<file path="config.mk">
export PLATFORM = sky130hd
export DESIGN_NAME = duty_cycled_message_cache_scheduler_core
export DESIGN_NICKNAME = d
export VERILOG_FILES = /design/src/rtl/dcms_pkg.sv /design/src/rtl/dcms_ram.sv /design/src/rtl/dcms_cmp.sv /design/src/rtl/duty_cycled_message_cache_scheduler_core.sv
export SDC_FILE = /design/constraint.sdc
export NUM_CORES = 2
export LEC_CHECK = 0
export BUFFER_PORTS_ARGS = -buffer_cell sky130_fd_sc_hd__buf_2
export CAP_MARGIN = 0
export CORE_MARGIN = 1.5
export CORE_UTILIZATION = 50
export CTS_CLUSTER_DIAMETER = 40
export CTS_CLUSTER_SIZE = 12
export DETAILED_ROUTE_END_ITERATION = 7
export PLACE_DENSITY = 0.68
export REMOVE_ABC_BUFFERS = 1
export SETUP_SLACK_MARGIN = 0.15
export SYNTH_ARGS = -nofsm -noshare
export SYNTH_HDL_FRONTEND = slang
export SYNTH_HIERARCHICAL = 1
export SYNTH_SLANG_ARGS = --single-unit
</file>
<file path="constraint.sdc">
create_clock -name clk -period 14.8 [get_ports clk]
set_input_delay 1.48 -clock clk [delete_from_list [all_inputs] [get_ports clk]]
set_output_delay 1.48 -clock clk [all_outputs]
set_load 0.1 [all_outputs]
</file>
<file path="src/rtl/dcms_pkg.sv">
// Shared types and constants for the message cache scheduler.
package dcms_pkg;

	localparam int VALUE_W   = 64;
	localparam int COUNT_W   = 32;
	localparam int TIME_W    = 32;
	localparam int DUR_W     = 16;
	localparam int FACTOR_W  = 10;
	localparam int TYPE_W    = 4;
	localparam int PROD_W    = DUR_W + FACTOR_W;
	localparam int SLOT_W    = COUNT_W + VALUE_W;
	localparam int CFG_IDX_W = 1;
	localparam int IN_DATA_W = 152;
	localparam int OUT_DATA_W = 72;

	localparam logic [FACTOR_W-1:0] DEFAULT_FACTOR = 10'd100;

	localparam logic [CFG_IDX_W-1:0] REG_SELECT_MODE  = 1'd0;
	localparam logic [CFG_IDX_W-1:0] REG_PAUSE_FACTOR = 1'd1;

	localparam logic MODE_OLDEST = 1'b0;
	localparam logic MODE_ROBIN  = 1'b1;

	typedef enum logic [1:0] {
		OP_STORE   = 2'd0,
		OP_SERVICE = 2'd1,
		OP_DONE    = 2'd2,
		OP_NONE    = 2'd3
	} op_t;

	// first member sits in the highest bits
	typedef struct packed {
		logic               went_to_next;
		logic               duty_ok;
		logic [VALUE_W-1:0] tx_value;
		logic [TYPE_W-1:0]  tx_type;
		logic               tx_start;
	} res_t;

endpackage

</file>
<file path="src/rtl/dcms_ram.sv">
// Single-port-write, single-port-read slot memory with registered read data.
module dcms_ram #(
	parameter int WIDTH = 96,
	parameter int DEPTH = 16
) (
	input  logic                     clk,
	input  logic                     we,
	input  logic [$clog2(DEPTH)-1:0] waddr,
	input  logic [WIDTH-1:0]         wdata,
	input  logic                     re,
	input  logic [$clog2(DEPTH)-1:0] raddr,
	output logic [WIDTH-1:0]         rdata
);

	logic [WIDTH-1:0] mem_q [DEPTH];

	always_ff @(posedge clk) begin
		if (we) begin
			mem_q[waddr] <= wdata;
		end
		if (re) begin
			rdata <= mem_q[raddr];
		end
	end

endmodule

</file>
<file path="src/rtl/dcms_cmp.sv">
// Shared 33-bit add-and-compare unit: lt = (a + b) < c without wrap.
module dcms_cmp (
	input  logic [dcms_pkg::TIME_W-1:0] a,
	input  logic [dcms_pkg::TIME_W-1:0] b,
	input  logic [dcms_pkg::TIME_W-1:0] c,
	output logic                        lt
);

	logic [dcms_pkg::TIME_W:0] sum;

	assign sum = {1'b0, a} + {1'b0, b};
	assign lt  = sum < {1'b0, c};

endmodule

</file>
<file path="src/rtl/duty_cycled_message_cache_scheduler_core.sv">
// Top level: message cache with duty-cycle gated transmit scheduling.
//
//  channel  dir  handshake              contents
//  s_*      in   s_tvalid / s_tready    tuser op, tdata store/service/done fields
//  m_*      out  m_tvalid / m_tready    tdata result word
//  cfg_*    in   cfg_we                 register index and write data
//
// Store, done, unknown op and a service that issues nothing at decode go from decode
// straight to the response state (through the promote state with a promotion).
// Oldest-first service walks every slot through the shared compare unit, one read
// per cycle from the current-slot memory.
// Round-robin service tests one ready bit per cycle, at most once per slot.
// Reset clears ready and next flags, timers and pointers; slot memories are not cleared.
// Input is taken only when the sequencer is idle; a result held in the output register
// stalls only the next item's response.
module duty_cycled_message_cache_scheduler_core #(
	parameter int NUM_TYPES = 16
) (
	input  logic                                clk,
	input  logic                                arst_n,
	input  logic                                s_tvalid,
	output logic                                s_tready,
	// [3:0] msg_type, [67:4] payload, [99:68] seq_count, [131:100] now_ms,
	// [147:132] tx_duration_ms, [148] tx_ok
	input  logic [dcms_pkg::IN_DATA_W-1:0]      s_tdata,
	// [1:0] op
	input  logic [1:0]                          s_tuser,
	output logic                                m_tvalid,
	input  logic                                m_tready,
	// [0] tx_start, [4:1] tx_type, [68:5] tx_value, [69] duty_ok, [70] went_to_next
	output logic [dcms_pkg::OUT_DATA_W-1:0]     m_tdata,
	input  logic                                cfg_we,
	input  logic [dcms_pkg::CFG_IDX_W-1:0]      cfg_index,
	input  logic [dcms_pkg::FACTOR_W-1:0]       cfg_wdata
);

	localparam int IDX_W  = $clog2(NUM_TYPES);
	localparam int SCAN_W = IDX_W + 1;

	typedef enum logic [2:0] {
		ST_IDLE,
		ST_DECODE,
		ST_SCAN,
		ST_ROBIN,
		ST_FETCH,
		ST_LOAD,
		ST_PROMOTE,
		ST_RESP
	} state_t;

	state_t state_q;

	dcms_pkg::op_t                    op_q;
	logic [dcms_pkg::TYPE_W-1:0]      mt_q;
	logic [dcms_pkg::VALUE_W-1:0]     payload_q;
	logic [dcms_pkg::COUNT_W-1:0]     cnt_q;
	logic [dcms_pkg::TIME_W-1:0]      now_q;
	logic [dcms_pkg::DUR_W-1:0]       dur_q;
	logic                             ok_q;

	logic                             select_mode_q;
	logic [dcms_pkg::FACTOR_W-1:0]    pause_factor_q;
	logic [NUM_TYPES-1:0]             ready_q;
	logic [NUM_TYPES-1:0]             nxt_full_q;
	logic [dcms_pkg::TIME_W-1:0]      last_tx_q;
	logic [dcms_pkg::TIME_W-1:0]      pause_q;
	logic                             pending_q;
	logic [IDX_W-1:0]                 ptype_q;
	logic [IDX_W-1:0]                 rr_q;

	logic [SCAN_W-1:0]                scan_q;
	logic                             tag_s1;
	logic [IDX_W-1:0]                 idx_s1;
	logic [IDX_W-1:0]                 pick_q;
	logic [IDX_W-1:0]                 steps_q;
	logic [dcms_pkg::COUNT_W-1:0]     best_q;
	logic                             found_q;

	dcms_pkg::res_t                   res_q;
	dcms_pkg::res_t                   out_q;
	logic                             out_valid_q;

	logic [IDX_W-1:0]                 mt_idx;
	logic                             mt_in_range;
	logic [dcms_pkg::PROD_W-1:0]      prod;

	logic                             cur_we, cur_re, nxt_we, nxt_re;
	logic [IDX_W-1:0]                 cur_waddr, cur_raddr;
	logic [dcms_pkg::SLOT_W-1:0]      cur_wdata, cur_rdata, nxt_rdata;
	logic [dcms_pkg::COUNT_W-1:0]     rd_count;

	logic [dcms_pkg::TIME_W-1:0]      cmp_a, cmp_b, cmp_c;
	logic                             cmp_lt;

	assign s_tready = (state_q == ST_IDLE);
	assign m_tvalid = out_valid_q;
	assign m_tdata  = {1'b0, out_q};

	assign mt_idx      = IDX_W'(mt_q);
	assign mt_in_range = (32'(mt_q) < NUM_TYPES);
	assign prod        = dur_q * pause_factor_q;
	assign rd_count    = cur_rdata[dcms_pkg::SLOT_W-1:dcms_pkg::VALUE_W];

	always_comb begin
		cur_we    = 1'b0;
		nxt_we    = 1'b0;
		cur_waddr = mt_idx;
		cur_wdata = {cnt_q, payload_q};
		if (state_q == ST_DECODE && op_q == dcms_pkg::OP_STORE && mt_in_range) begin
			cur_we = !ready_q[mt_idx];
			nxt_we = ready_q[mt_idx];
		end
		if (state_q == ST_PROMOTE) begin
			cur_we    = 1'b1;
			cur_waddr = ptype_q;
			cur_wdata = nxt_rdata;
		end
		cur_re    = (state_q == ST_SCAN) || (state_q == ST_FETCH);
		cur_raddr = (state_q == ST_FETCH) ? pick_q : scan_q[IDX_W-1:0];
		nxt_re    = (state_q == ST_DECODE) && (op_q == dcms_pkg::OP_DONE);
	end

	// gate check while decoding, slot count against best during the scan
	always_comb begin
		if (state_q == ST_DECODE) begin
			cmp_a = last_tx_q;
			cmp_b = pause_q;
			cmp_c = now_q;
		end else begin
			cmp_a = rd_count;
			cmp_b = '0;
			cmp_c = best_q;
		end
	end

	dcms_cmp u_cmp (
		.a  (cmp_a),
		.b  (cmp_b),
		.c  (cmp_c),
		.lt (cmp_lt)
	);

	dcms_ram #(
		.WIDTH (dcms_pkg::SLOT_W),
		.DEPTH (NUM_TYPES)
	) u_cur_ram (
		.clk   (clk),
		.we    (cur_we),
		.waddr (cur_waddr),
		.wdata (cur_wdata),
		.re    (cur_re),
		.raddr (cur_raddr),
		.rdata (cur_rdata)
	);

	dcms_ram #(
		.WIDTH (dcms_pkg::SLOT_W),
		.DEPTH (NUM_TYPES)
	) u_nxt_ram (
		.clk   (clk),
		.we    (nxt_we),
		.waddr (mt_idx),
		.wdata ({cnt_q, payload_q}),
		.re    (nxt_re),
		.raddr (ptype_q),
		.rdata (nxt_rdata)
	);

	always_ff @(posedge clk or negedge arst_n) begin
		if (!arst_n) begin
			state_q        <= ST_IDLE;
			op_q           <= dcms_pkg::OP_NONE;
			mt_q           <= '0;
			payload_q      <= '0;
			cnt_q          <= '0;
			now_q          <= '0;
			dur_q          <= '0;
			ok_q           <= 1'b0;
			select_mode_q  <= dcms_pkg::MODE_OLDEST;
			pause_factor_q <= dcms_pkg::DEFAULT_FACTOR;
			ready_q        <= '0;
			nxt_full_q     <= '0;
			last_tx_q      <= '0;
			pause_q        <= '0;
			pending_q      <= 1'b0;
			ptype_q        <= '0;
			rr_q           <= '0;
			scan_q         <= '0;
			tag_s1         <= 1'b0;
			idx_s1         <= '0;
			pick_q         <= '0;
			steps_q        <= '0;
			best_q         <= '0;
			found_q        <= 1'b0;
			res_q          <= '0;
			out_q          <= '0;
			out_valid_q    <= 1'b0;
		end else begin
			if (cfg_we) begin
				unique case (cfg_index)
					dcms_pkg::REG_SELECT_MODE:  select_mode_q  <= cfg_wdata[0];
					dcms_pkg::REG_PAUSE_FACTOR: pause_factor_q <= cfg_wdata;
					default: ;
				endcase
			end

			if (out_valid_q && m_tready && state_q != ST_RESP) begin
				out_valid_q <= 1'b0;
			end

			unique case (state_q)
				ST_IDLE: begin
					if (s_tvalid) begin
						op_q      <= dcms_pkg::op_t'(s_tuser);
						mt_q      <= s_tdata[3:0];
						payload_q <= s_tdata[67:4];
						cnt_q     <= s_tdata[99:68];
						now_q     <= s_tdata[131:100];
						dur_q     <= s_tdata[147:132];
						ok_q      <= s_tdata[148];
						res_q     <= '0;
						state_q   <= ST_DECODE;
					end
				end

				ST_DECODE: begin
					unique case (op_q)
						dcms_pkg::OP_STORE: begin
							state_q <= ST_RESP;
							if (mt_in_range) begin
								if (ready_q[mt_idx]) begin
									nxt_full_q[mt_idx] <= 1'b1;
									res_q.went_to_next <= 1'b1;
								end else begin
									ready_q[mt_idx] <= 1'b1;
								end
							end
						end
						dcms_pkg::OP_SERVICE: begin
							res_q.duty_ok <= cmp_lt;
							found_q       <= 1'b0;
							tag_s1        <= 1'b0;
							scan_q        <= '0;
							steps_q       <= '0;
							pick_q        <= (rr_q == IDX_W'(NUM_TYPES - 1)) ? '0 : rr_q + 1'b1;
							if (cmp_lt && !pending_q) begin
								state_q <= (select_mode_q == dcms_pkg::MODE_ROBIN) ? ST_ROBIN
								                                                     : ST_SCAN;
							end else begin
								state_q <= ST_RESP;
							end
						end
						dcms_pkg::OP_DONE: begin
							res_q.duty_ok <= cmp_lt;
							pause_q       <= dcms_pkg::TIME_W'(prod);
							last_tx_q     <= now_q;
							pending_q     <= 1'b0;
							if (pending_q && ok_q && select_mode_q == dcms_pkg::MODE_OLDEST &&
							    nxt_full_q[ptype_q]) begin
								nxt_full_q[ptype_q] <= 1'b0;
								state_q             <= ST_PROMOTE;
							end else begin
								state_q <= ST_RESP;
								if (pending_q && ok_q && select_mode_q == dcms_pkg::MODE_OLDEST) begin
									ready_q[ptype_q] <= 1'b0;
								end
							end
						end
						default: state_q <= ST_RESP;
					endcase
				end

				ST_SCAN: begin
					if (scan_q < SCAN_W'(NUM_TYPES)) begin
						tag_s1 <= ready_q[scan_q[IDX_W-1:0]];
						idx_s1 <= scan_q[IDX_W-1:0];
						scan_q <= scan_q + 1'b1;
					end else begin
						tag_s1  <= 1'b0;
						state_q <= ST_FETCH;
					end
					if (tag_s1 && (!found_q || cmp_lt)) begin
						pick_q  <= idx_s1;
						best_q  <= rd_count;
						found_q <= 1'b1;
					end
				end

				ST_ROBIN: begin
					if (ready_q[pick_q]) begin
						found_q <= 1'b1;
						rr_q    <= pick_q;
						state_q <= ST_FETCH;
					end else if (steps_q == IDX_W'(NUM_TYPES - 1)) begin
						state_q <= ST_RESP;
					end else begin
						pick_q  <= (pick_q == IDX_W'(NUM_TYPES - 1)) ? '0 : pick_q + 1'b1;
						steps_q <= steps_q + 1'b1;
					end
				end

				ST_FETCH: begin
					state_q <= found_q ? ST_LOAD : ST_RESP;
				end

				ST_LOAD: begin
					res_q.tx_start <= 1'b1;
					res_q.tx_type  <= dcms_pkg::TYPE_W'(pick_q);
					res_q.tx_value <= cur_rdata[dcms_pkg::VALUE_W-1:0];
					pending_q      <= 1'b1;
					ptype_q        <= pick_q;
					state_q        <= ST_RESP;
				end

				ST_PROMOTE: begin
					state_q <= ST_RESP;
				end

				ST_RESP: begin
					if (!out_valid_q || m_tready) begin
						out_q       <= res_q;
						out_valid_q <= 1'b1;
						state_q     <= ST_IDLE;
					end
				end

				default: state_q <= ST_IDLE;
			endcase
		end
	end

endmodule
</file>
==> flow_summary.toml <==
[run_status]
outcome = "complete, but fails checks"
failed_checks = "antenna violations"

[die]
die-area_um2 = 301000
fp.dieH_um = 549
start_util_pct = 50.2
rows = 200
ios = 244
fp.dieW_um = 549
core_um2 = 297000

[placed_design]
dpl-instance-area_um2 = 155000
place_congestion = 0.826
dpl.hpwl_mm = 187
place_inst = 11800
io_buffers = 239

[detailed_routing]
drt-total-wl_mm = 352
drt_iter0_markers = 7797
num_vias = 75900
ant_nets = 1
routedWlPerCell_um = 27.9
vias_per_cell = 6.02
drc = 0
drt-pass1-iter-count = 6

[grt]
overflow = 0
grt_antenna_before_repair = 7
grt_use_total_pct = 23.4
grt_pass1_wl_mm = 524
first_global_vias = 79400
grt_max_degree = 135

[worst_setup_path]
cp_common_cell = "buf_4"
crit_fanout = 70
cp_num_buf_inv = 3
criticalPathCategory = "reg -> reg"
crit_family = "compound AO/OA/AOI/OAI gates"
startpoint_type = "flip-flop"
critPathSlowestCell = "nand3_2"
crit_path_max_incr_delay_ps = 780
crit_path_end_kind = "flip-flop"
crit_required_ps = 15610
crit_chain = "nor3b_4 -> buf_4 -> buf_4 -> mux2_2 -> ha_1 -> and4_1 -> nand3_1 -> a2111oi_0 -> o31ai_1 -> o211ai_2 -> a41oi_2 -> xnor2_1 -> ha_1 -> a21o_1 -> a2111oi_0 -> o21ai_0 -> a211oi_1 -> buf_4 -> o21a_1 -> nand3_2 -> mux2_2"
cp.arrival_ps = 9030

[clocking]
clk_pin_slew_ps = 50
cts_max_level = 5
insertion_delay_ps = 980
cts_tree = "done"
clockBufferDepth = 4
cts_hold_buffers = 0
cts.sinks = 3722
root_buffer = "clkbuf_16"
cts_resized = 0
numCtsBuffers = 445
postCtsSetupBuffers = 0

[logic_synthesis]
synthCells = 7869
synth.most_common_cell = "edfxtp_1"
yosys_most_used_dff = "edfxtp_1"
synth_seq_cells = 3722
ys_warn_count = 6
yosysTopAreaCellShare_pct = 65.8
ys_top_cells_by_area = "edfxtp_1, mux4_2, dfrtp_1, nand2_1, mux2_2"
yosysTopAreaCell = "edfxtp_1"
synth.avg_cell_area_um2 = 18.9
ys_top_cells_by_count = "edfxtp_1, nand2_1, mux4_2"
syn_area_um2 = 149000
synth_edf_count = 3264
ys_async_sr_fraction_pct = 12.3
synth_cell_type_count = 79
yosysSeqAreaShare_pct = 73.5

[run]
drv_cap = 0

[sta]
setup_violations = 0
maxSlewViolCount = 0
hold_viol_final = 0
skew_ps = 86.7
fmaxAchievable_ghz = 0.122
fin_crit_ps = 8220
worst_pin_slew_ps = 1300
rsz0062_at_grt = "no"
relSlewSlack_pct = 13.4
timing.final.crit_share_pct = 55.6
hold_ws_ps = 425

[worst_hold_path]
hold_class = "reg -> reg"

[pwr]
vdd_drop_max_mv = 0.246
leakagePower_nw = 58.6
power_density_nw_per_um2 = 223

[cells_and_area]
finalNetCount = 8692
final_cell_area_um2 = 169000
instances_no_fill = 12600
drive_gt1_share_pct = 25.8
fin_util_pct = 57.2
syn_to_final_growth_pct = 13.9
[worst register-to-register path, stage by stage (launching register included)]
cell and delay [ps]:
dfrtp_1 750, nor3b_4 280, buf_4 360, buf_4 700, mux2_2 510, ha_1 440
and4_1 260, nand3_1 110, a2111oi_0 470, o31ai_1 240, o211ai_2 170, a41oi_2 180
xnor2_1 200, ha_1 270, a21o_1 180, a2111oi_0 490, o21ai_0 220, a211oi_1 410
buf_4 240, o21a_1 160, nand3_2 780, mux2_2 650
[power by group]
group,internal (mW),leakage [nW],switching [mW]
Clock,6.53,7.23,4.34
Sequential,13.8,35.6,1.07
Combinational,4.71,15.8,7.28
[area by class of cell]
class	instances	area, µm²
fill	21700	127000
sequential	3722	109000
multi-input combinational	3569	37100
clock buffer	568	11900
tap	3939	4930
clock inverter	254	3030
timing repair buffer	378	2440
inverter	164	621
antenna	9	22.5
[metrics by stage]
| step | power, mW | worst slack, ps | TNS [ps] |
|---|---|---|---|
| floorplan | 25.2 | -5700 | -6839210 |
| global placement | 26.8 | 6580 | 0 |
| detailed placement | 27.0 | 6500 | 0 |
| CTS | 38.0 | 6420 | 0 |
| global route | 39.6 | 5950 | 0 |
| finish | 37.8 | 6580 | 0 |
[routing by layer]
metal / up-vias / global-route usage [%] / part of all wire [%]
li1: 31900 / - / -
met1: 40300 / 33.0 / 41
met2: 3136 / 39.1 / 49
met3: 484 / 3.25 / 7.5
met4: 0 / 5.55 / 2.1
met5: - / 0 / 0
[worst paths after layout]
kind	to	slack, ps	startpoint	depth (start not counted)
worst max-delay path	best_q[13]	6580	state_q[0]	21
worst min-delay path	res_q[56]	420	u_cur_ram/rdata[51]	2
worst max register to register	best_q[13]	6580	state_q[0]	21
worst min register to register	res_q[56]	420	u_cur_ram/rdata[51]	2
max in group asynchronous	cnt_q[29]	11960	arst_n	4
min in group asynchronous	m_tdata[28]	440	arst_n	1
[kinds of logic after synthesis]
logic type	synth area share [%]
buffers and inverters	1.81
flip-flops	73.5
other	0.00252
multiplexers	14.2
adder cells (fa/ha/maj)	2.59
XOR/XNOR	0.312
AO/OA/AOI/OAI	3.55
AND/OR/NAND/NOR	3.99
[placed cells by master, fill, tap and decap left out, types with 111 or more instances in the layout]
master and instances:
ha_1 131, dfrtp_1 451, mux4_2 785, edfxtp_1 3264, buf_4 124, and2_1 117
fa_1 111, nand2_1 1054, inv_1 163, clkbuf_16 450, a22oi_1 385, mux2_2 294
o21ai_0 132, buf_2 238
[sequential cells by signal, summed over array words and instances (netlist names), 16 cells and up]
signal and flops:
best_q 32, ready_q 16, u_nxt_ram/mem_q 1536, nxt_full_q 16, cnt_q 32, u_cur_ram/mem_q 1536, m_tdata 71, res_q 71
now_q 32, pause_q 26, payload_q 64, u_nxt_ram/rdata 96, u_cur_ram/rdata 96, last_tx_q 32, dur_q 16
Note: power is estimated with default switching activity, not from simulation.
